<file path="config.mk">
export PLATFORM = sky130hd
export DESIGN_NAME = mcw_ctrl
export DESIGN_NICKNAME = d
export VERILOG_FILES = /design/src/rtl/mcw_pkg.sv /design/src/rtl/mcw_ctrl.sv
export SDC_FILE = /design/constraint.sdc
export NUM_CORES = 1
export LEC_CHECK = 0
export CORE_AREA = 8 8 45 47
export CTS_CLUSTER_SIZE = 16
export DETAILED_ROUTE_END_ITERATION = 10
export DIE_AREA = 0 0 53 55
export DONT_BUFFER_PORTS = 1
export GPL_TIMING_DRIVEN = 0
export PLACE_DENSITY = 0.62
export REMOVE_ABC_BUFFERS = 1
export SETUP_SLACK_MARGIN = 0.5
export SYNTH_ARGS = -nofsm -noshare
export SYNTH_HDL_FRONTEND = slang
export SYNTH_SLANG_ARGS = --single-unit
</file>
<file path="constraint.sdc">
create_clock -name i_clk -period 1.75 [get_ports i_clk]
set_clock_uncertainty 0.05 [all_clocks]
set_input_delay 0.0875 -clock i_clk [delete_from_list [all_inputs] [get_ports i_clk]]
set_output_delay 0.0875 -clock i_clk [all_outputs]
set_load 0.01 [all_outputs]
</file>
<file path="src/rtl/mcw_pkg.sv">
// ----------------------------------------------------------------------------
// mcw_pkg
// Shared types and constants for the minimum covering window block.
// ----------------------------------------------------------------------------
package mcw_pkg;

    // Sizes of the stores and the count table
    localparam int ALPHABET  = 128;
    localparam int SRC_DEPTH = 4096;
    localparam int TGT_MAX   = 255;

    // Field and register widths
    localparam int SYM_W  = 7;                   // character code
    localparam int ADDR_W = $clog2(SRC_DEPTH);   // source store address
    localparam int POS_W  = ADDR_W + 1;          // window bounds and lengths
    localparam int CNT_W  = POS_W + 1;           // signed need count
    localparam int MISS_W = 8;                   // characters still missing

    // Operation codes carried on the input tuser
    typedef enum logic [1:0] {
        OP_CLEAR  = 2'd0,
        OP_TARGET = 2'd1,
        OP_SOURCE = 2'd2,
        OP_NONE   = 2'd3
    } t_op;

    // Commands from the controller to the datapath
    typedef struct packed {
        logic clear;      // empty the count table and restart
        logic tgt_issue;  // latch a target character
        logic tgt_upd;    // add one to its need count
        logic src_issue;  // store a source character and widen the window
        logic src_upd;    // take one from its need count
        logic best_chk;   // compare window with best, read leftmost char
        logic shr_upd;    // drop leftmost character from the window
        logic set_ovf;    // source store full, note overflow
        logic load_out;   // load the result register
    } t_cmd;

    // Status from the datapath to the controller
    typedef struct packed {
        logic store_full;  // no room left in the source store
        logic tgt_ok;      // a target character may still be loaded
        logic had_target;  // a target was loaded when this char arrived
        logic shrink;      // window covers the target and is not empty
    } t_sts;

endpackage

</file>
<file path="src/rtl/mcw_ctrl.sv">
// ----------------------------------------------------------------------------
// mcw_ctrl
// Sequencer for the minimum covering window block: handshakes and the
// order of datapath steps for each item.
// ----------------------------------------------------------------------------
module mcw_ctrl
    import mcw_pkg::*;
(
    input  logic       i_clk,
    input  logic       i_rst_n,
    input  logic       i_s_valid,
    input  logic [1:0] i_op,
    output logic       o_s_ready,
    output logic       o_m_valid,
    input  logic       i_m_ready,
    input  t_sts       i_sts,
    output t_cmd       o_cmd
);

    typedef enum logic [6:0] {
        S_IDLE    = 7'b0000001,
        S_TGT_UPD = 7'b0000010,
        S_SRC_UPD = 7'b0000100,
        S_CHECK   = 7'b0001000,
        S_SHR_RD  = 7'b0010000,
        S_SHR_UPD = 7'b0100000,
        S_EMIT    = 7'b1000000
    } t_state;

    t_state r_state, n_state;
    logic   r_m_valid;
    logic   w_accept;
    logic   w_slot_free;

    assign o_s_ready   = (r_state == S_IDLE);
    assign w_accept    = i_s_valid && o_s_ready;
    assign w_slot_free = !r_m_valid || i_m_ready;
    assign o_m_valid   = r_m_valid;

    // Next state and command decode
    always_comb begin
        n_state = r_state;
        o_cmd   = '0;
        unique case (r_state)
            S_IDLE: begin
                if (w_accept) begin
                    unique case (t_op'(i_op))
                        OP_CLEAR: begin
                            o_cmd.clear = 1'b1;
                        end
                        OP_TARGET: begin
                            if (i_sts.tgt_ok) begin
                                o_cmd.tgt_issue = 1'b1;
                                n_state = S_TGT_UPD;
                            end
                        end
                        OP_SOURCE: begin
                            if (i_sts.store_full) begin
                                o_cmd.set_ovf = 1'b1;
                                n_state = S_EMIT;
                            end else begin
                                o_cmd.src_issue = 1'b1;
                                n_state = S_SRC_UPD;
                            end
                        end
                        default: begin
                        end
                    endcase
                end
            end
            S_TGT_UPD: begin
                o_cmd.tgt_upd = 1'b1;
                n_state = S_IDLE;
            end
            S_SRC_UPD: begin
                o_cmd.src_upd = 1'b1;
                n_state = i_sts.had_target ? S_CHECK : S_EMIT;
            end
            S_CHECK: begin
                if (i_sts.shrink) begin
                    o_cmd.best_chk = 1'b1;
                    n_state = S_SHR_RD;
                end else begin
                    n_state = S_EMIT;
                end
            end
            S_SHR_RD: begin
                // Leftmost character is on the store output; its count is read now
                n_state = S_SHR_UPD;
            end
            S_SHR_UPD: begin
                o_cmd.shr_upd = 1'b1;
                n_state = S_CHECK;
            end
            S_EMIT: begin
                if (w_slot_free) begin
                    o_cmd.load_out = 1'b1;
                    n_state = S_IDLE;
                end
            end
            default: begin
                n_state = S_IDLE;
            end
        endcase
    end

    // State register and result valid flag
    always_ff @(posedge i_clk) begin
        if (!i_rst_n) begin
            r_state   <= S_IDLE;
            r_m_valid <= 1'b0;
        end else begin
            r_state <= n_state;
            if (o_cmd.load_out) begin
                r_m_valid <= 1'b1;
            end else if (i_m_ready) begin
                r_m_valid <= 1'b0;
            end
        end
    end

endmodule

</file>
Word level (Yosys, flattened, before mapping)
Index checks and enable logic that the tools add are counted.
Widths: inputs -> output; s select.
{"block": "word_totals", "reg_bits": 8, "word_cells": 51, "out_inout_bits": 11}
{"block": "op_classes", "mux": 30, "n_reduce_logical": 6, "n_eq_ne": 13}
{"operator": "$mux 7", "n": 6}
{"operator": "$pmux 7 s6", "n": 1}
{"operator": "$mux 1", "n": 20}
{"operator": "$pmux 7 s2", "n": 1}
{"operator": "$eq 7x1->1 const B", "n": 1}
{"operator": "$eq 7x2->1 const B", "n": 1}
{"operator": "$eq 7x3->1 const B", "n": 1}
{"operator": "$eq 7x4->1 const B", "n": 1}
{"operator": "$eq 7x5->1 const B", "n": 1}
{"operator": "$eq 7x6->1 const B", "n": 1}
{"operator": "$eq 7x7->1 const B", "n": 1}
{"operator": "$mux 2", "n": 2}
{"operator": "$reduce_and 4->1", "n": 1}
{"operator": "$ne 3x1->1 const B", "n": 1}
{"operator": "$ne 3x3->1 const B", "n": 1}
{"operator": "$eq 2x1->1 const B", "n": 1}
{"operator": "$eq 2x2->1 const B", "n": 1}
{"operator": "$logic_not 2->1", "n": 1}
{"operator": "$ne 2x1->1 const B", "n": 1}
{"operator": "$ne 2x2->1 const B", "n": 1}
{"operator": "$reduce_bool 2->1", "n": 1}
{"operator": "$logic_and 1x1->1", "n": 1}
{"operator": "$logic_not 1->1", "n": 1}
{"operator": "$logic_or 1x1->1", "n": 1}

Depth between registers and ports, before layout
{"block": "depth", "depth_word": 5, "mapped_depth": 6, "depth_no_buf": 5}

Least setup slack after synthesis
OpenSTA, ideal clock, no wires.
{"block": "synth_path", "path_type": "reg2reg", "from": "reg r_state[2]", "to": "reg r_state[2]", "stages_incl_launch_ff": 6, "setup_slack_ns": 0.060, "setup_ns": 0.059, "arrival_ns": 1.582, "cell_sequence": "dfxtp_1 buf_4 or3_4 or4b_4 nor2_4 and2_1"}
{"block": "synth_between", "elab_chain_len": 4}
{"item": "from (decl)", "line": "mcw_ctrl.sv:30", "source": "t_state r_state, n_state;"}
{"item": "from (signal assigned)", "line": "mcw_ctrl.sv:113", "source": "r_state <= n_state;"}
{"item": "$eq 7x1->1", "line": "mcw_ctrl.sv:35, mcw_ctrl.sv:44"}
{"item": "$logic_and 1x1->1", "line": "mcw_ctrl.sv:36", "source": "assign w_accept = i_s_valid && o_s_ready;"}
{"item": "$ne 2x1->1 (no source line)"}
{"item": "$reduce_and 4->1 (no source line)"}
Several ways; a longest one is shown, not always the timed one.
A chain may end at the register's enable or synchronous reset.

==> flow_summary.toml <==
[global_route]
antenna_found_initial = 0
track_usage_pct = 12.0
grt_pass1_vias = 535
overflow = 0
grt_pass1_wl_um = 2590
grt_max_degree = 11

[detailed_routing]
vias = 566
route.detailed.wl_per_inst_um = 19.4
route.detailed.drc = 0
routed_wl_um = 1880
antenna_left = 0
firstDrtPassIters = 4
drt_iter0_drc = 14
viasPerCell = 5.84

[yosys]
synth_seq_cells = 8
async_flop_share_pct = 0
yosys-top-cells-area = "dfxtp_1, nor2_1, and2_1"
synth_cell_types = 28
synthMostInstantiatedCell = "nor2_1"
synth_cells = 67
ys.flop_type = "dfxtp_1"
synth_area_leader_cell = "dfxtp_1"
syn-cell-area_um2 = 514
yosysWarnings = 0
avgSynthCellArea_um2 = 7.68
synth-seq-area-share_pct = 31.1
synth_common_cells = "nor2_1, dfxtp_1, nand2_1"
synth_edf_count = 0
synth_top_area_share_pct = 31.1

[timing]
holdWs_ns = -0.000327
tightest_slew_ns = 0.644
maxSlewHeadroom_pct = 56.7
post-route-period-util_pct = 107
grt_setup_unrepaired = "true"
hold_viol_final = 1
fmax_mhz = 536
drv_slew = 0
setup_viol = 4
fin_crit_ns = 1.86
finalWorstSetupSlack_ns = -0.114

[worst_setup_path]
start_kind = "flip-flop"
worstSetupPathType = "flip-flop to output pin"
cp_max_fo = 3
crit_path_end_kind = "output pin"
cp_slowest_cell = "or4b_4"
r2r_cells = 7
crit_arrival_ns = 1.73
cp.required_ns = 1.61
worst_path_largest_cell_delay_ns = 0.57
path_cells = "or3_4 > or4b_4 > nor2_4"

[floorplan]
die-area_mm2 = 0.00292
fp.dieH_um = 55
chipWidth_um = 53
core_mm2 = 0.00138
initial_core_util_pct = 37.2
rows = 14
io_pins = 21

[run]
maxCapViolCount = 0

[min_path]
worstHoldPathType = "input port to flip-flop"
hold_depth = 2

[pwr]
static-leakage-power_nw = 0.303
combPwrFrac_pct = 15.6
power_uw = 385
clockPowerShare_pct = 37.8
vdd.ir_drop.worst_mv = 0.252
p_per_area_mw_per_mm2 = 483
switchingPower_uw = 99.4
pwr-share-seq_pct = 46.6
p_sw_share_pct = 25.8
p_int_uw = 286

[clock_tree]
cts_tree = "done"
htree_levels = 1
clkSinkCount = 8
path_clk_slew_ns = 0.06
cts_max_path_buffers = 2
numCtsBuffers = 3
insertion_delay_ns = 0.26
cts-root-buf = "clkbuf_4"

[finish]
multi_input_area_um2 = 427
diodes = 0
areaGrowthSynthToFinish_pct = 55.0
layout.area.seq_um2 = 181
fin_util_pct = 57.6
nFillCells = 117
drive_above_1_share_pct = 50.6
design_area_um2 = 797
fin_cells = 97
final_nets = 93

[place]
placed_cell_area_um2 = 505
gp_congestion = 0.781
io_buffers = 0
hpwl_um = 932
dp_cells = 79

[outcome]
violations = "hold timing, setup timing"
status = "finished, violations left"
## routing by layer
metal,GRT usage [%],part of all wire [%],up-vias
li1,-,-,268
met1,12.3,38,282
met2,20.1,53,14
met3,5.35,7.9,2
met4,6.47,0.75,0
met5,0,0,-
## placed cells by master, fill, tap and decap left out, types with 2 or more instances in the layout
master and n:
and2_1 3, and3_1 2, buf_4 8, buf_6 4, clkbuf_4 3, dfxtp_2 2, dfxtp_4 5, dlygate4sd3_1 3
inv_1 3, nand2_1 5, nand3_1 2, nor2_1 7, nor2_4 2, nor2b_1 3, nor3_2 2, nor4b_4 2
o21ai_0 2
## worst paths after layout
| check | from | end | slack (ns) |
|---|---|---|---|
| max | r_state[6] | o_cmd[1] | -0.11 |
| min | i_rst_n | r_state[6] | -0.0003 |
| max reg2reg | r_state[6] | r_state[3] | 0.02 |
| min reg2reg | r_state[4] | r_state[5] | 0.55 |
## kinds of logic (layout without fill, tap and decap cells)
kind of cell | Yosys count | in the layout | share of synthesized area, %
compound gates | 10 | 10 | 11.4
flops | 8 | 8 | 31.1
buf+inv | 7 | 21 | 7.79
mux | 1 | 1 | 2.19
xor+xnor | 1 | 1 | 1.70
simple gates | 40 | 40 | 45.7
## flip-flops by register name, indices dropped and copies added, names as in the netlist
name	cells
o_m_valid	1
r_state	7
## through the flow
step | setup WS, ns | setup TNS [ns]
floorplan | 0.108 | 0
global route | -0.160 | -0.801
finish | -0.114 | -0.328
detailed placement | -0.0886 | -0.0886
CTS | -0.0845 | -0.174
global placement | -0.0709 | -0.0709
## what timing repair did
item | 4_1_cts | 5_1_grt
hold endpoints to repair | 6 | 0
setup buffers | 7 | 5
gates resized for setup | 25 | 13
hold buffers | 3 | 0
setup endpoints to repair | 17 | 17
pin swaps | 8 | 5
## area by class of cell
cell class	count	share of cell area, %
multi-input combinational	52	53.5
sequential	8	22.8
timing repair buffer	15	17.0
clock buffer	3	2.83
tap	16	2.51
inverter	3	1.41
## power by group through the flow
stage,logic (mW),clock network [mW],registers [mW]
floorplan,0.0254,0,0.190
CTS,0.0522,0.147,0.183
global placement,0.0295,0,0.191
finish,0.0601,0.145,0.180
global route,0.0637,0.163,0.180
detailed placement,0.0295,0,0.191
## worst max-delay path: cells and delay by family, from the launching register on
family | cells | cell delay (ns)
flip-flops | 1 | 0.34
AND/OR/NAND/NOR | 3 | 1.12
(Power assumes the default switching activity.)
